$ cat config.mk
export PLATFORM = sky130hd
export DESIGN_NAME = polled_io_assembly_register_core
export DESIGN_NICKNAME = d
export VERILOG_FILES = /design/src/rtl/core/pal_pkg.sv /design/src/rtl/core/pal_step.sv /design/src/rtl/core/pal_obuf.sv /design/src/rtl/core/polled_io_assembly_register_core.sv
export SDC_FILE = /design/constraint.sdc
export NUM_CORES = 1
export LEC_CHECK = 0
export BUFFER_PORTS_ARGS = -buffer_cell sky130_fd_sc_hd__buf_2
export CAP_MARGIN = 20
export CORE_ASPECT_RATIO = 1.1
export CORE_UTILIZATION = 25
export CTS_BUF_LIST = sky130_fd_sc_hd__clkbuf_8
export DETAILED_ROUTE_END_ITERATION = 16
export SLEW_MARGIN = 0
export SYNTH_ARGS = -nofsm -noshare
export SYNTH_HDL_FRONTEND = slang
export SYNTH_SLANG_ARGS = --single-unit
$ cat constraint.sdc
create_clock -name i_clk -period 4.56 [get_ports i_clk]
set_clock_uncertainty 0.1 [all_clocks]
set_input_delay 0.912 -clock i_clk [delete_from_list [all_inputs] [get_ports i_clk]]
set_output_delay 0.912 -clock i_clk [all_outputs]
set_load 0.05 [all_outputs]
$ cat src/rtl/core/pal_pkg.sv
// ============================================================================
// pal_pkg
// Shared types, codes and constants of the polled I/O assembly register.
// ============================================================================
`default_nettype none

package pal_pkg;

    // Field widths.
    localparam int unsigned WORD_W  = 36;
    localparam int unsigned CHAR_W  = 6;
    localparam int unsigned CNT_W   = 3;
    localparam int unsigned KIND_W  = 3;
    localparam int unsigned STAT_W  = 2;
    localparam int unsigned FLAGS_W = 11;

    // Characters held by one word; also the reset value of the counter.
    localparam logic [CNT_W-1:0] CHARS_PER_WORD = 3'd6;

    // Item kinds.
    localparam logic [KIND_W-1:0] KIND_WR_WORD = 3'd0;
    localparam logic [KIND_W-1:0] KIND_RD_WORD = 3'd1;
    localparam logic [KIND_W-1:0] KIND_WR_CHAR = 3'd2;
    localparam logic [KIND_W-1:0] KIND_RD_CHAR = 3'd3;
    localparam logic [KIND_W-1:0] KIND_ATTN    = 3'd4;
    localparam logic [KIND_W-1:0] KIND_BOOT    = 3'd5;
    localparam logic [KIND_W-1:0] KIND_STATUS  = 3'd6;

    // Access status codes.
    localparam logic [STAT_W-1:0] STAT_OK  = 2'd0;
    localparam logic [STAT_W-1:0] STAT_EOR = 2'd1;
    localparam logic [STAT_W-1:0] STAT_TE  = 2'd2;

    // Bit positions in the handshake flag vector.
    localparam int unsigned FLAG_FULL   = 0;
    localparam int unsigned FLAG_WRITE  = 1;
    localparam int unsigned FLAG_WEOR   = 2;
    localparam int unsigned FLAG_REOR   = 3;
    localparam int unsigned FLAG_DISCO  = 4;
    localparam int unsigned FLAG_ACTIVE = 5;
    localparam int unsigned FLAG_ATTN   = 6;
    localparam int unsigned FLAG_WAIT   = 7;
    localparam int unsigned FLAG_SEL    = 8;
    localparam int unsigned FLAG_START  = 9;
    localparam int unsigned FLAG_PEND   = 10;

    // One input beat.
    typedef struct packed {
        logic [KIND_W-1:0] kind;
        logic [WORD_W-1:0] data_in;
        logic              req_disconnect;
        logic              req_end_seen;
        logic              req_end_write;
        logic              selected_in;
        logic              wait_in;
    } t_req;

    // One result beat.
    typedef struct packed {
        logic [STAT_W-1:0] status;
        logic [WORD_W-1:0] data_out;
        logic              io_check;
        logic              full_flag;
        logic              disconnect_flag;
        logic              attention_flag;
    } t_rsp;

    // Interface state.
    typedef struct packed {
        logic [WORD_W-1:0]  word;
        logic [CNT_W-1:0]   cnt;
        logic [FLAGS_W-1:0] flags;
    } t_state;

endpackage

`default_nettype wire

$ cat src/rtl/core/pal_step.sv
// ============================================================================
// pal_step
// Next-state and result logic for one access to the assembly register.
// ============================================================================
`default_nettype none

module pal_step (
    input  wire pal_pkg::t_req   i_req,
    input  wire pal_pkg::t_state i_state,
    output pal_pkg::t_state      o_state,
    output pal_pkg::t_rsp        o_rsp
);

    logic [pal_pkg::WORD_W-1:0]  w;
    logic [pal_pkg::CNT_W-1:0]   c;
    logic [pal_pkg::CNT_W-1:0]   cd;
    logic [pal_pkg::FLAGS_W-1:0] f;
    logic [pal_pkg::STAT_W-1:0]  status;
    logic [pal_pkg::WORD_W-1:0]  dout;
    logic                        ioc;

    // Counter after one character; an exhausted or bad count restarts a word.
    always_comb begin
        if (i_state.cnt == '0 || i_state.cnt > pal_pkg::CHARS_PER_WORD) begin
            cd = pal_pkg::CHARS_PER_WORD - 3'd1;
        end else begin
            cd = i_state.cnt - 3'd1;
        end
    end

    // Access decode and flag update.
    always_comb begin
        w      = i_state.word;
        c      = i_state.cnt;
        f      = i_state.flags;
        status = pal_pkg::STAT_OK;
        dout   = '0;
        ioc    = 1'b0;

        case (i_req.kind) inside
            pal_pkg::KIND_WR_WORD, pal_pkg::KIND_WR_CHAR: begin
                if (f[pal_pkg::FLAG_FULL]) begin
                    // Register still holds data the other side has not taken.
                    if (f[pal_pkg::FLAG_WEOR]) begin
                        f[pal_pkg::FLAG_REOR] = 1'b1;
                        f[pal_pkg::FLAG_WEOR] = 1'b0;
                        f[pal_pkg::FLAG_WAIT] = 1'b0;
                        status = pal_pkg::STAT_EOR;
                    end else begin
                        if (f[pal_pkg::FLAG_ACTIVE]) begin
                            f[pal_pkg::FLAG_ATTN] = 1'b1;
                            ioc = ~i_req.req_disconnect;
                        end
                        f[pal_pkg::FLAG_DISCO] = 1'b1;
                        status = pal_pkg::STAT_TE;
                    end
                end else begin
                    if (i_req.kind == pal_pkg::KIND_WR_WORD) begin
                        w = i_req.data_in;
                        c = pal_pkg::CHARS_PER_WORD;
                        f[pal_pkg::FLAG_FULL]  = 1'b1;
                        f[pal_pkg::FLAG_WRITE] = 1'b0;
                        if (i_req.req_end_seen) begin
                            f[pal_pkg::FLAG_REOR] = 1'b1;
                        end
                    end else begin
                        // Shift one character in at the low end.
                        c = cd;
                        w = {i_state.word[pal_pkg::WORD_W-pal_pkg::CHAR_W-1:0],
                             i_req.data_in[pal_pkg::CHAR_W-1:0]};
                        if (cd == '0 || i_req.req_end_seen) begin
                            f[pal_pkg::FLAG_FULL]  = 1'b1;
                            f[pal_pkg::FLAG_WRITE] = 1'b0;
                        end
                        if (i_req.req_end_seen) begin
                            f[pal_pkg::FLAG_REOR] = 1'b1;
                        end
                    end
                    if (i_req.req_end_write) begin
                        f[pal_pkg::FLAG_FULL] = 1'b0;
                        f[pal_pkg::FLAG_WEOR] = 1'b0;
                        status = pal_pkg::STAT_EOR;
                    end
                end
            end
            pal_pkg::KIND_RD_WORD, pal_pkg::KIND_RD_CHAR: begin
                if (i_req.req_end_write) begin
                    f[pal_pkg::FLAG_WEOR] = 1'b0;
                    status = pal_pkg::STAT_EOR;
                end else if (!f[pal_pkg::FLAG_FULL]) begin
                    // Nothing to read.
                    if (f[pal_pkg::FLAG_WEOR]) begin
                        f[pal_pkg::FLAG_WRITE] = 1'b1;
                        f[pal_pkg::FLAG_WEOR]  = 1'b0;
                        f[pal_pkg::FLAG_WAIT]  = 1'b0;
                        status = pal_pkg::STAT_EOR;
                    end else begin
                        if (f[pal_pkg::FLAG_ACTIVE]) begin
                            f[pal_pkg::FLAG_ATTN] = 1'b1;
                            ioc = ~i_req.req_disconnect;
                        end
                        f[pal_pkg::FLAG_DISCO] = 1'b1;
                        status = pal_pkg::STAT_TE;
                    end
                end else begin
                    if (i_req.kind == pal_pkg::KIND_RD_WORD) begin
                        dout = i_state.word;
                        c = pal_pkg::CHARS_PER_WORD;
                        f[pal_pkg::FLAG_FULL] = 1'b0;
                    end else begin
                        // Rotate the top character out and back in at the bottom.
                        c = cd;
                        dout = {{(pal_pkg::WORD_W-pal_pkg::CHAR_W){1'b0}},
                                i_state.word[pal_pkg::WORD_W-1:
                                             pal_pkg::WORD_W-pal_pkg::CHAR_W]};
                        w = {i_state.word[pal_pkg::WORD_W-pal_pkg::CHAR_W-1:0],
                             i_state.word[pal_pkg::WORD_W-1:
                                          pal_pkg::WORD_W-pal_pkg::CHAR_W]};
                        if (cd == '0) begin
                            f[pal_pkg::FLAG_FULL] = 1'b0;
                            c = pal_pkg::CHARS_PER_WORD;
                        end
                    end
                    if (i_req.req_end_seen) begin
                        f[pal_pkg::FLAG_REOR]  = 1'b1;
                        f[pal_pkg::FLAG_WRITE] = 1'b0;
                        f[pal_pkg::FLAG_FULL]  = 1'b0;
                    end else begin
                        f[pal_pkg::FLAG_WRITE] = 1'b1;
                    end
                end
            end
            pal_pkg::KIND_ATTN: begin
                if (f[pal_pkg::FLAG_ATTN]) begin
                    f[pal_pkg::FLAG_ATTN]   = 1'b0;
                    f[pal_pkg::FLAG_START]  = 1'b0;
                    f[pal_pkg::FLAG_ACTIVE] = 1'b0;
                    f[pal_pkg::FLAG_WAIT]   = 1'b0;
                    if (f[pal_pkg::FLAG_SEL]) begin
                        f[pal_pkg::FLAG_DISCO] = 1'b1;
                    end
                end
            end
            pal_pkg::KIND_BOOT: begin
                f[pal_pkg::FLAG_ACTIVE] = 1'b1;
                f[pal_pkg::FLAG_PEND]   = 1'b0;
            end
            pal_pkg::KIND_STATUS: begin
                f[pal_pkg::FLAG_SEL]  = i_req.selected_in;
                f[pal_pkg::FLAG_WAIT] = i_req.wait_in;
            end
            default: begin
                // Unused kind leaves everything as it is.
            end
        endcase
    end

    // Outputs.
    always_comb begin
        o_state.word  = w;
        o_state.cnt   = c;
        o_state.flags = f;

        o_rsp.status          = status;
        o_rsp.data_out        = dout;
        o_rsp.io_check        = ioc;
        o_rsp.full_flag       = f[pal_pkg::FLAG_FULL];
        o_rsp.disconnect_flag = f[pal_pkg::FLAG_DISCO];
        o_rsp.attention_flag  = f[pal_pkg::FLAG_ATTN];
    end

endmodule

`default_nettype wire

$ cat src/rtl/core/pal_obuf.sv
// ============================================================================
// pal_obuf
// Result register with a skid stage; input stalls only once the skid stage is full.
// ============================================================================
`default_nettype none

module pal_obuf (
    input  wire                 i_clk,
    input  wire                 i_rst_n,
    input  wire                 i_push,
    input  wire pal_pkg::t_rsp  i_rsp,
    output logic                o_ready,
    output logic                o_valid,
    input  wire                 i_pop_ready,
    output pal_pkg::t_rsp       o_rsp
);

    logic          r_main_valid;
    logic          r_skid_valid;
    pal_pkg::t_rsp r_main;
    pal_pkg::t_rsp r_skid;
    logic          pop;

    assign pop     = r_main_valid && i_pop_ready;
    assign o_ready = !r_skid_valid;
    assign o_valid = r_main_valid;
    assign o_rsp   = r_main;

    // Control: the skid stage fills only when the main register is held.
    always_ff @(posedge i_clk) begin
        if (!i_rst_n) begin
            r_main_valid <= 1'b0;
            r_skid_valid <= 1'b0;
        end else if (r_skid_valid) begin
            if (pop) begin
                r_skid_valid <= 1'b0;
            end
        end else if (i_push) begin
            if (!r_main_valid || pop) begin
                r_main_valid <= 1'b1;
            end else begin
                r_skid_valid <= 1'b1;
            end
        end else if (pop) begin
            r_main_valid <= 1'b0;
        end
    end

    // Payload.
    always_ff @(posedge i_clk) begin
        if (r_skid_valid) begin
            if (pop) begin
                r_main <= r_skid;
            end
        end else if (i_push) begin
            if (!r_main_valid || pop) begin
                r_main <= i_rsp;
            end else begin
                r_skid <= i_rsp;
            end
        end
    end

endmodule

`default_nettype wire

$ cat src/rtl/core/polled_io_assembly_register_core.sv
// ============================================================================
// polled_io_assembly_register_core
// Polled I/O assembly register: word and character accesses with handshake.
// ============================================================================
// Each result is registered in the output buffer ahead of the master side.
// Throughput: one beat per cycle if the skid is empty; a single state register stage.
// A stalled master side is absorbed by a one-entry skid stage.
// Reset (synchronous, active low): word zero, count six, all flags clear.
`default_nettype none

module polled_io_assembly_register_core (
    input  wire         i_clk,
    input  wire         i_rst_n,
    input  wire         s_tvalid,
    output logic        s_tready,
    // [35:0] data_in, [36] req_disconnect, [37] req_end_seen,
    // [38] req_end_write, [39] selected_in, [40] wait_in, [47:41] zero
    input  wire [47:0]  s_tdata,
    // [2:0] kind
    input  wire [2:0]   s_tuser,
    output logic        m_tvalid,
    input  wire         m_tready,
    // [35:0] data_out, [36] io_check, [37] full_flag,
    // [38] disconnect_flag, [39] attention_flag
    output logic [39:0] m_tdata,
    // [1:0] status
    output logic [1:0]  m_tuser
);

    pal_pkg::t_req   req;
    pal_pkg::t_state cur_state;
    pal_pkg::t_state n_state;
    pal_pkg::t_rsp   rsp;
    pal_pkg::t_rsp   out_rsp;
    logic            in_beat;

    logic [pal_pkg::WORD_W-1:0]  r_word;
    logic [pal_pkg::CNT_W-1:0]   r_cnt;
    logic [pal_pkg::FLAGS_W-1:0] r_flags;

    // Unpack the input beat.
    always_comb begin
        req.kind           = s_tuser;
        req.data_in        = s_tdata[35:0];
        req.req_disconnect = s_tdata[36];
        req.req_end_seen   = s_tdata[37];
        req.req_end_write  = s_tdata[38];
        req.selected_in    = s_tdata[39];
        req.wait_in        = s_tdata[40];
    end

    assign in_beat = s_tvalid && s_tready;

    always_comb begin
        cur_state.word  = r_word;
        cur_state.cnt   = r_cnt;
        cur_state.flags = r_flags;
    end

    pal_step u_step (
        .i_req   (req),
        .i_state (cur_state),
        .o_state (n_state),
        .o_rsp   (rsp)
    );

    // Interface state, updated once per accepted beat.
    always_ff @(posedge i_clk) begin
        if (!i_rst_n) begin
            r_word  <= '0;
            r_cnt   <= pal_pkg::CHARS_PER_WORD;
            r_flags <= '0;
        end else if (in_beat) begin
            r_word  <= n_state.word;
            r_cnt   <= n_state.cnt;
            r_flags <= n_state.flags;
        end
    end

    pal_obuf u_obuf (
        .i_clk       (i_clk),
        .i_rst_n     (i_rst_n),
        .i_push      (in_beat),
        .i_rsp       (rsp),
        .o_ready     (s_tready),
        .o_valid     (m_tvalid),
        .i_pop_ready (m_tready),
        .o_rsp       (out_rsp)
    );

    // Pack the result beat.
    assign m_tdata = {out_rsp.attention_flag, out_rsp.disconnect_flag,
                      out_rsp.full_flag, out_rsp.io_check, out_rsp.data_out};
    assign m_tuser = out_rsp.status;

    // The character counter never holds a value above one word of characters.
    a_cnt_range: assert property (@(posedge i_clk) disable iff (!i_rst_n)
        r_cnt <= pal_pkg::CHARS_PER_WORD)
        else $error("character counter out of range");

    // An I/O check is only raised together with a time error.
    a_ioc_te: assert property (@(posedge i_clk) disable iff (!i_rst_n)
        m_tvalid && m_tdata[36] |-> m_tuser == pal_pkg::STAT_TE)
        else $error("io check without time error");

    // Read data is only returned on a good access.
    a_dout_ok: assert property (@(posedge i_clk) disable iff (!i_rst_n)
        m_tvalid && m_tdata[35:0] != '0 |-> m_tuser == pal_pkg::STAT_OK)
        else $error("data returned on a failed access");

    // A time error always leaves the interface disconnecting.
    a_te_disco: assert property (@(posedge i_clk) disable iff (!i_rst_n)
        m_tvalid && m_tuser == pal_pkg::STAT_TE |-> m_tdata[38])
        else $error("time error without disconnect");

    // Without a beat the interface state holds.
    a_state_hold: assert property (@(posedge i_clk) disable iff (!i_rst_n)
        !in_beat |=> $stable(r_flags) && $stable(r_word) && $stable(r_cnt))
        else $error("state changed without an input beat");

endmodule

`default_nettype wire

* After elaboration in Yosys (flattened, before gate mapping)
Index checks and enable logic that the tools add are counted.
** Storage, ports and cells
- Output and inout port bits :: 44
- Memory bits (read-only) :: 0
- Bits in registers :: 133
- Logic and storage cells :: 172
- Bits in writable memories :: 0
- Input bits :: 55
- Latch bits :: 0
- Memories kept :: 0
** Cells by class
- Mux-type cells :: 92
- Add/sub/neg operators :: 1
- Shifts and indexed selects :: 0
- Multipliers :: 0
- Equal/unequal tests :: 20
- $lt $le $gt $ge :: 1
- Div/mod/pow operators :: 0
- Bitwise logic cells :: 7
- Reductions and logical operators :: 29
** Operators with widths (count)
- 36-bit two-way mux :: 12
- 42-bit two-way mux :: 4
- 1-bit two-way mux :: 48
- 2-bit two-way mux :: 16
- 3-bit two-way mux :: 9
- 5-bit AND reduction :: 3
- 4-bit two-way mux :: 3
- 3-bit inequality test, second input constant :: 4
- 6-bit AND reduction :: 2
- 2-bit nonzero test :: 6
- 2-bit inequality test, second input constant :: 5
- 3-bit equality test, second input constant :: 3
- 3-bit zero test :: 3
- 3-bit AND reduction :: 3
- 1-bit NOT :: 7
- 7-bit AND reduction :: 1
- 3-bit by 2-bit equality test with 1-bit output, second input constant :: 2
- 2-bit by 1-bit inequality test with 1-bit output, second input constant :: 2
- 4-bit by 3-bit inequality test with 1-bit output, second input constant :: 1
- 4-bit inequality test, second input constant :: 1
- 4-bit AND reduction :: 1
- 4-bit nonzero test :: 1
- 2-bit OR reduction :: 2
- 3-bit by 1-bit equality test with 1-bit output, second input constant :: 1
- 6 further kinds :: 10

* Depth between registers and ports, before layout
Gate-level depths: netlist (run 1).
- Depth after elaboration :: 14
- Gate-level depth with buffers :: 8
- Depth with buffers taken out :: 7

* Modules after synthesis
A second synthesis (run 1) with hierarchy kept.
** Unflattened totals
- Cell total of the unflattened synthesis :: 594
- Area, all modules :: 6871.6 um^2
** Modules (own cells, without submodules)
- pal_obuf :: instances 1, cells an instance 145, seq. area each 2562.5 um^2, area each 3159.3 um^2
- polled_io_assembly_register_core :: instances 1, cells an instance 230, seq. area each 1001.0 um^2, area each 2173.3 um^2
- pal_step :: instances 1, cells an instance 219, seq. area each 0.0 um^2, area each 1539.0 um^2

* Worst setup path before layout (run 1)
OpenSTA, ideal clock, no wires.
- Path kind :: in2reg
- Start point :: input s_tvalid
- End point :: register u_obuf.r_main, in the netlist u_obuf.o_rsp[0] (enable)
- Buffers on the path :: 1
- Arrival time :: 3.418 ns
- Data required time :: 4.005 ns
- Setup slack :: 0.586 ns
- Setup time :: 0.455 ns
- Cell stages on the path :: 4
- Cell sequence :: nor2b_1 clkbuf_1 a21oi_1 a21oi_1
** Between the ends
- Cells in the longest elaborated chain, start to end :: 3
** Ends and longest elaborated chain
- start: declaration :: RTL line polled_io_assembly_register_core.sv:14 : input wire s_tvalid,
- 1-bit logical AND :: RTL line polled_io_assembly_register_core.sv:52 : assign in_beat = s_tvalid && s_tready;
- 2-bit nonzero test (no line)
- 3-bit AND reduction (no line)
- end signal: assignment :: RTL line pal_obuf.sv:53 : r_main <= r_skid;
- end signal: assignment :: RTL line pal_obuf.sv:57 : r_main <= i_rsp;
- end: declaration :: RTL line pal_obuf.sv:20 : pal_pkg::t_rsp r_main;
No other way between the ends.
A chain may end at the register's enable or synchronous reset.

* Worst setup path after layout (run 1)
- Start point :: register u_obuf.r_skid_valid
- End point :: output s_tready
** Between the ends
- Cells in the longest elaborated chain, start to end :: 1
** Ends and longest elaborated chain
- start: declaration :: RTL line pal_obuf.sv:19 : logic r_skid_valid;
- start signal: assignment :: RTL line pal_obuf.sv:33 : r_skid_valid <= 1'b0;
- start signal: assignment :: RTL line pal_obuf.sv:36 : r_skid_valid <= 1'b0;
- start signal: assignment :: RTL line pal_obuf.sv:42 : r_skid_valid <= 1'b1;
- 1-bit zero test :: RTL line pal_obuf.sv:25 : assign o_ready = !r_skid_valid;
- end: declaration :: RTL line polled_io_assembly_register_core.sv:15 : output logic s_tready,
No other way between the ends.

==> results.json, run 1 <==
{
  "synth_area_leaders": "edfxtp_1, dfxtp_1, mux2_2",
  "swShare_pct": 24.9,
  "grt_pass1_wl_um": 20300,
  "grt_max_degree": 73,
  "synthCells": 450,
  "clk_pin_slew_ps": 70,
  "layout_min_cycle_time_ps": 3180,
  "syn-num-nets": 510,
  "tightest_slew_ps": 911,
  "seqPwrFrac_pct": 47.6,
  "pre_cts_slack_ps": 1050,
  "gp_congestion": 0.758,
  "cts_resized": 0,
  "rsz0062_at_grt": "no",
  "clkLatencyLatePin_ps": 440,
  "synth_seq_area_share_pct": 59.6,
  "clock_sink_count": 130,
  "crit_family": "buffers and inverters",
  "rows": 57,
  "status": "finished clean",
  "drt-vias-per-instance": 4.39,
  "fin_area_um2": 6970,
  "crit_required_ps": 3550,
  "syn2layout_area_growth_pct": 20.6,
  "finalSetupViolations": 0,
  "drv_slew": 0,
  "p_per_area_nw_per_um2": 404,
  "p_int_w": 0.00211,
  "grt_pass1_vias": 3521,
  "total_leakage_power_nw": 2.95,
  "die_w_um": 147,
  "tns_ps": 0,
  "cpMaxStageDelayCell": "dfxtp_1",
  "crit_path_cell_trace": "inv_2 -> buf_2",
  "peakVddDrop_uv": 145,
  "fin_crit_sh_pct": 69.7,
  "critical_path_buf_inv_count": 2,
  "pwr-share-clk_pct": 41.3,
  "synth_largest_area_cell": "edfxtp_1",
  "drt_iter0_drc": 199,
  "ys_types": 42,
  "layout_setup_ws_ps": 1380,
  "grt_overflow": 0,
  "synth_flop_cell": "edfxtp_1",
  "post_drt_wl_per_cell_um": 15.5,
  "power_frac_comb_pct": 11.1,
  "ios": 99,
  "core_area_um2": 22400,
  "htreeDepth": 4,
  "initial_core_util_pct": 25.8,
  "cts.path.max_buffers": 2,
  "max_freq_mhz": 315,
  "ant_nets": 0,
  "end_kind": "primary output",
  "root_buffer": "clkbuf_8",
  "drtPass1Iterations": 4,
  "hpwl_um": 8650,
  "drt_wl_total_um": 13100,
  "netSwitchingPower_w": 0.000699,
  "crit_path_max_incr_delay_ps": 770,
  "hold_path_class": "reg2reg",
  "async_reset_ff_share_pct": 0,
  "numCtsBuffers": 17,
  "synth_edf_count": 84,
  "syn_area_per_cell_um2": 12.8,
  "final_layout_size_suffix_gt1_share_pct": 30.5,
  "final_common_cell": "buf_2",
  "ys_seq_elements": 130,
  "synthesis.area_um2": 5780,
  "critPathKind": "reg2out",
  "die_height_um": 161,
  "antenna_found_initial": 0,
  "n_antenna_cell": 0,
  "ctsHoldBuffers": 0,
  "most-common-layout-cells": "buf_2, edfxtp_1, nand2_1, dfxtp_1, mux2i_1",
  "worstPathMaxFanout": 35,
  "cts_tree": "built",
  "critPathLaunchType": "register",
  "drc": 0,
  "yosys.area.top_type_share_pct": 43.7,
  "dieArea_um2": 23700,
  "slew_headroom_pct": 39.3,
  "port_buffers": 90,
  "grtUsageTotal_pct": 11.5,
  "final_nets": 595,
  "ys_warn_count": 0,
  "utilization_pct": 31.1,
  "hold_violations": 0,
  "maxCapViolCount": 0,
  "vias": 3701,
  "cp_data_arrival_time_ps": 2160,
  "post_cts_buffers": 0,
  "placed_area_um2": 6480
}
-- sequential cells by signal, summed over array words and instances (netlist names) --
name,cells
u_obuf.r_skid,42
r_cnt,3
u_obuf.r_skid_valid,1
u_obuf.o_valid,1
r_word,36
u_obuf.o_rsp,42
r_flags,5
-- metrics by stage --
stage | cells | total power [W] | hold WS, ps
2_1_floorplan | 450 | 0.00159 | 373
3_3_place_gp | 810 | 0.00168 | 384
3_5_place_dp | 810 | 0.00168 | 394
4_1_cts | 842 | 0.00285 | 413
5_1_grt | 843 | 0.00292 | 445
6_report | 843 | 0.00281 | 409
-- worst reg2reg max path: stages (launching register included) --
cell and delay (ps):
dfxtp_1 540, nor2b_1 650, a21oi_1 150, a21oi_4 140, buf_4 490
-- path summary, 6_finish.rpt --
| check | startpoint | cells after the start | end | slack [ps] |
|---|---|---|---|---|
| worst min-delay path | r_flags[4]$_SDFFE_PN0P_ | 1 | r_flags[4]$_SDFFE_PN0P_ | 410 |
| worst max register to register | u_obuf.r_skid_valid$_SDFF_PN0_ | 4 | u_obuf.o_rsp[25]$_DFFE_PP_ | 2100 |
| worst max-delay path | u_obuf.r_skid_valid$_SDFF_PN0_ | 2 | s_tready | 1380 |
| worst min register to register | r_flags[4]$_SDFFE_PN0P_ | 1 | r_flags[4]$_SDFFE_PN0P_ | 410 |
-- cells in the mapped netlist, types with 2 or more instances --
library cell / count
o31ai_1: 8
edfxtp_1: 84
mux2_2: 34
clkbuf_1: 12
buf_1: 2
a211oi_1: 2
ha_1: 5
a21oi_1: 7
nor3_1: 2
nand3_1: 8
a31oi_1: 4
mux2i_1: 38
and3_1: 2
nor2b_1: 6
nand2_1: 58
o21ai_0: 4
buf_4: 2
nand2b_1: 7
inv_1: 7
buf_2: 6
nor2_1: 14
and2_1: 30
buf_6: 7
o211a_1: 37
nor3b_2: 2
dfxtp_1: 46
-- layer usage --
metal	wire, um	GRT usage (%)	up-vias	share of wire, %
met5	0	0	-	0
met4	139	3.80	0	1.1
met3	545	3.36	13	4.2
met2	6280	18.4	75	48
met1	6120	14.8	1788	47
li1	-	-	1825	-
-- logic make-up (layout without fill, tap and decap cells) --
group,count (synthesis),in the layout,share of synthesized area (%)
buffers and inverters,38,136,3.64
adders and majority gates,5,5,1.08
muxes,72,72,13.2
DFF,130,130,59.6
and+or+nand+nor,133,133,11.5
AOI/OAI and AO/OA,72,72,10.9
-- area by class of cell --
class,count,area (um2)
clock buffers,18,248
clock inverters,14,220
fillers,2299,15400
inverters,9,33.8
multi-input cells,282,2140
flip-flops and latches,130,3440
well taps,295,369
repair buffers,95,513
-- power groups by stage --
stage	Combinational, W	Sequential [W]	Clock (W)
after floorplan	0.000116	0.00148	0
after global placement	0.000316	0.00136	0
after detailed placement	0.000317	0.00137	0
after CTS	0.000317	0.00134	0.00120
after global routing	0.000336	0.00134	0.00124
final	0.000313	0.00134	0.00116
Power figures use the tool's default switching activity.
==> inputs of run 2 (changes only) <==
- ABC_AREA: not set -> 1
- clock period: 4.56 -> 3.3 ns (I/O delays scaled with it)
==> results.json, run 2 <==
{
  "fin_crit_sh_pct": 76.4,
  "seq_area_um2": 3440,
  "final_common_cell": "nand2_1",
  "ff2ff_setup_slack_ps": 1200,
  "synth_flop_cell": "edfxtp_1",
  "crit_path_max_incr_delay_ps": 390,
  "grt_max_degree": 51,
  "drt_iter0_drc": 366,
  "layout_min_cycle_time_ps": 2520,
  "fin_area_um2": 6880,
  "ys_types": 30,
  "ys_warn_count": 0,
  "peakVddDrop_uv": 317,
  "drtPass1Iterations": 5,
  "drt-vias-per-instance": 4.29,
  "cts_tree": "built",
  "syn_area_per_cell_um2": 9.42,
  "clk_pin_slew_ps": 80,
  "tightest_slew_ps": 584,
  "multiInputGateArea_um2": 1900,
  "tns_ps": 0,
  "utilization_pct": 30.9,
  "port_buffers": 90,
  "post_cts_buffers": 0,
  "synthesis.area_um2": 5720,
  "maxCapViolCount": 0,
  "syn-num-nets": 667,
  "instances_no_fill": 1002,
  "core_area_um2": 22300,
  "clkLatencyLatePin_ps": 420,
  "drc": 0,
  "grt_pass1_vias": 4050,
  "vias": 4298,
  "rows": 57,
  "rsz0062_at_grt": "no",
  "grtUsageTotal_pct": 12.1,
  "hold_violations": 0,
  "cp_data_arrival_time_ps": 2770,
  "syn2layout_area_growth_pct": 20.3,
  "final_nets": 754,
  "crit_path_cell_trace": "buf_2 -> nor2_4 -> clkinv_1 -> ha_1 -> nand3_1 -> nor2_4 -> buf_12 -> o21ai_0 -> a31oi_1",
  "max_freq_mhz": 397,
  "async_reset_ff_share_pct": 0,
  "dieArea_um2": 23500,
  "status": "finished clean",
  "yosys.area.top_type_share_pct": 44.1,
  "yosys.cell_count.top_type": "nand2_1",
  "slew_headroom_pct": 61.0,
  "grt_overflow": 0,
  "hpwl_um": 9860,
  "netlist_top_cells_count": "nand2_1, edfxtp_1, inv_1",
  "end_kind": "register",
  "antenna_found_initial": 0,
  "ios": 99,
  "root_buffer": "clkbuf_8",
  "most-common-layout-cells": "nand2_1, buf_2, edfxtp_1, inv_1, dfxtp_1",
  "cts.path.max_buffers": 2,
  "hold_path_class": "reg2reg",
  "drv_slew": 0,
  "synth_area_leaders": "edfxtp_1, dfxtp_1, nand2_1",
  "gp_congestion": 0.804,
  "critPathLaunchType": "primary input",
  "synth_seq_area_share_pct": 60.2,
  "cpMaxStageDelayCell": "ha_1",
  "die_w_um": 146,
  "die_height_um": 161,
  "crit_required_ps": 3550,
  "dp.cells": 970,
  "post_drt_wl_per_cell_um": 13.8,
  "worstPathMaxFanout": 50,
  "nFillCells": 2355,
  "finalSetupViolations": 0,
  "total_leakage_power_nw": 2.64,
  "drt_wl_total_um": 13800,
  "synth_largest_area_cell": "edfxtp_1",
  "crit_family": "buffers and inverters",
  "crit_path_frequent_cell": "nor2_4",
  "placed_area_um2": 6480,
  "grt_pass1_wl_um": 22100,
  "synth_edf_count": 84,
  "n_antenna_cell": 0,
  "final_layout_size_suffix_gt1_share_pct": 22.2,
  "htreeDepth": 4,
  "ant_nets": 0,
  "critical_path_buf_inv_count": 3,
  "clock_sink_count": 130,
  "critPathKind": "in2reg",
  "ctsHoldBuffers": 0,
  "numCtsBuffers": 17,
  "ys_seq_elements": 130,
  "synthCells": 607,
  "cts_resized": 0,
  "initial_core_util_pct": 25.7,
  "p_per_area_nw_per_um2": 528
}
==> run 2: logic make-up after synthesis <==
group           synth area share [%]
compound gates                  10.3
fa+ha+maj                       1.09
buf+inv                         6.82
flops                           60.2
simple gates                    21.6
==> run 2: area by class of cell <==
type	instances	share of cell area, %
Sequential cell	130	50.0
Inverter	57	3.13
Clock buffer	17	3.40
Tap cell	295	5.36
Multi-Input combinational cell	387	27.6
Clock inverter	15	2.40
Timing Repair Buffer	101	8.11
==> run 2: routing by layer <==
| layer | vias up | track usage [%] | part of all wire [%] | routed length [um] |
|---|---|---|---|---|
| met4 | 0 | 4.59 | 1.5 | 214 |
| met3 | 12 | 3.61 | 5.2 | 715 |
| met5 | - | 0 | 0 | 0 |
| li1 | 2222 | - | - | - |
| met1 | 1950 | 16.7 | 50 | 6960 |
| met2 | 114 | 17.6 | 43 | 5910 |
==> run 2: metrics by stage <==
step	setup slack (ps)	total power, W	hold slack [ps]
floorplan	85.9	0.00217	324
global placement	411	0.00229	339
detailed placement	413	0.00230	347
CTS	854	0.00367	358
global route	708	0.00376	380
finish	780	0.00363	354
==> run 2: worst paths after layout <==
check,from,end,cells after the start
worst min register to register,r_flags[8]$_SDFFE_PN0P_,r_flags[8]$_SDFFE_PN0P_,2
worst max-delay path,s_tuser[0],r_word[9]$_SDFFE_PN0P_,9
worst min-delay path,r_flags[8]$_SDFFE_PN0P_,r_flags[8]$_SDFFE_PN0P_,2
worst max register to register,u_obuf.r_skid_valid$_SDFF_PN0_,u_obuf.o_rsp[10]$_DFFE_PP_,4
==> run 2: worst register-to-register path: cells and delay by family, from the launching register on <==
family | cells | cell delay [ps]
AOI/OAI and AO/OA | 1 | 210
DFF | 1 | 350
buffers and inverters | 2 | 840
and+or+nand+nor | 1 | 240
==> run 2: where the power goes <==
group / internal (W) / switching, W
Clock: 0.000739 / 0.000635
Sequential: 0.00181 / 0.0000352
Combinational: 0.000101 / 0.000313
Total: 0.00265 / 0.000983
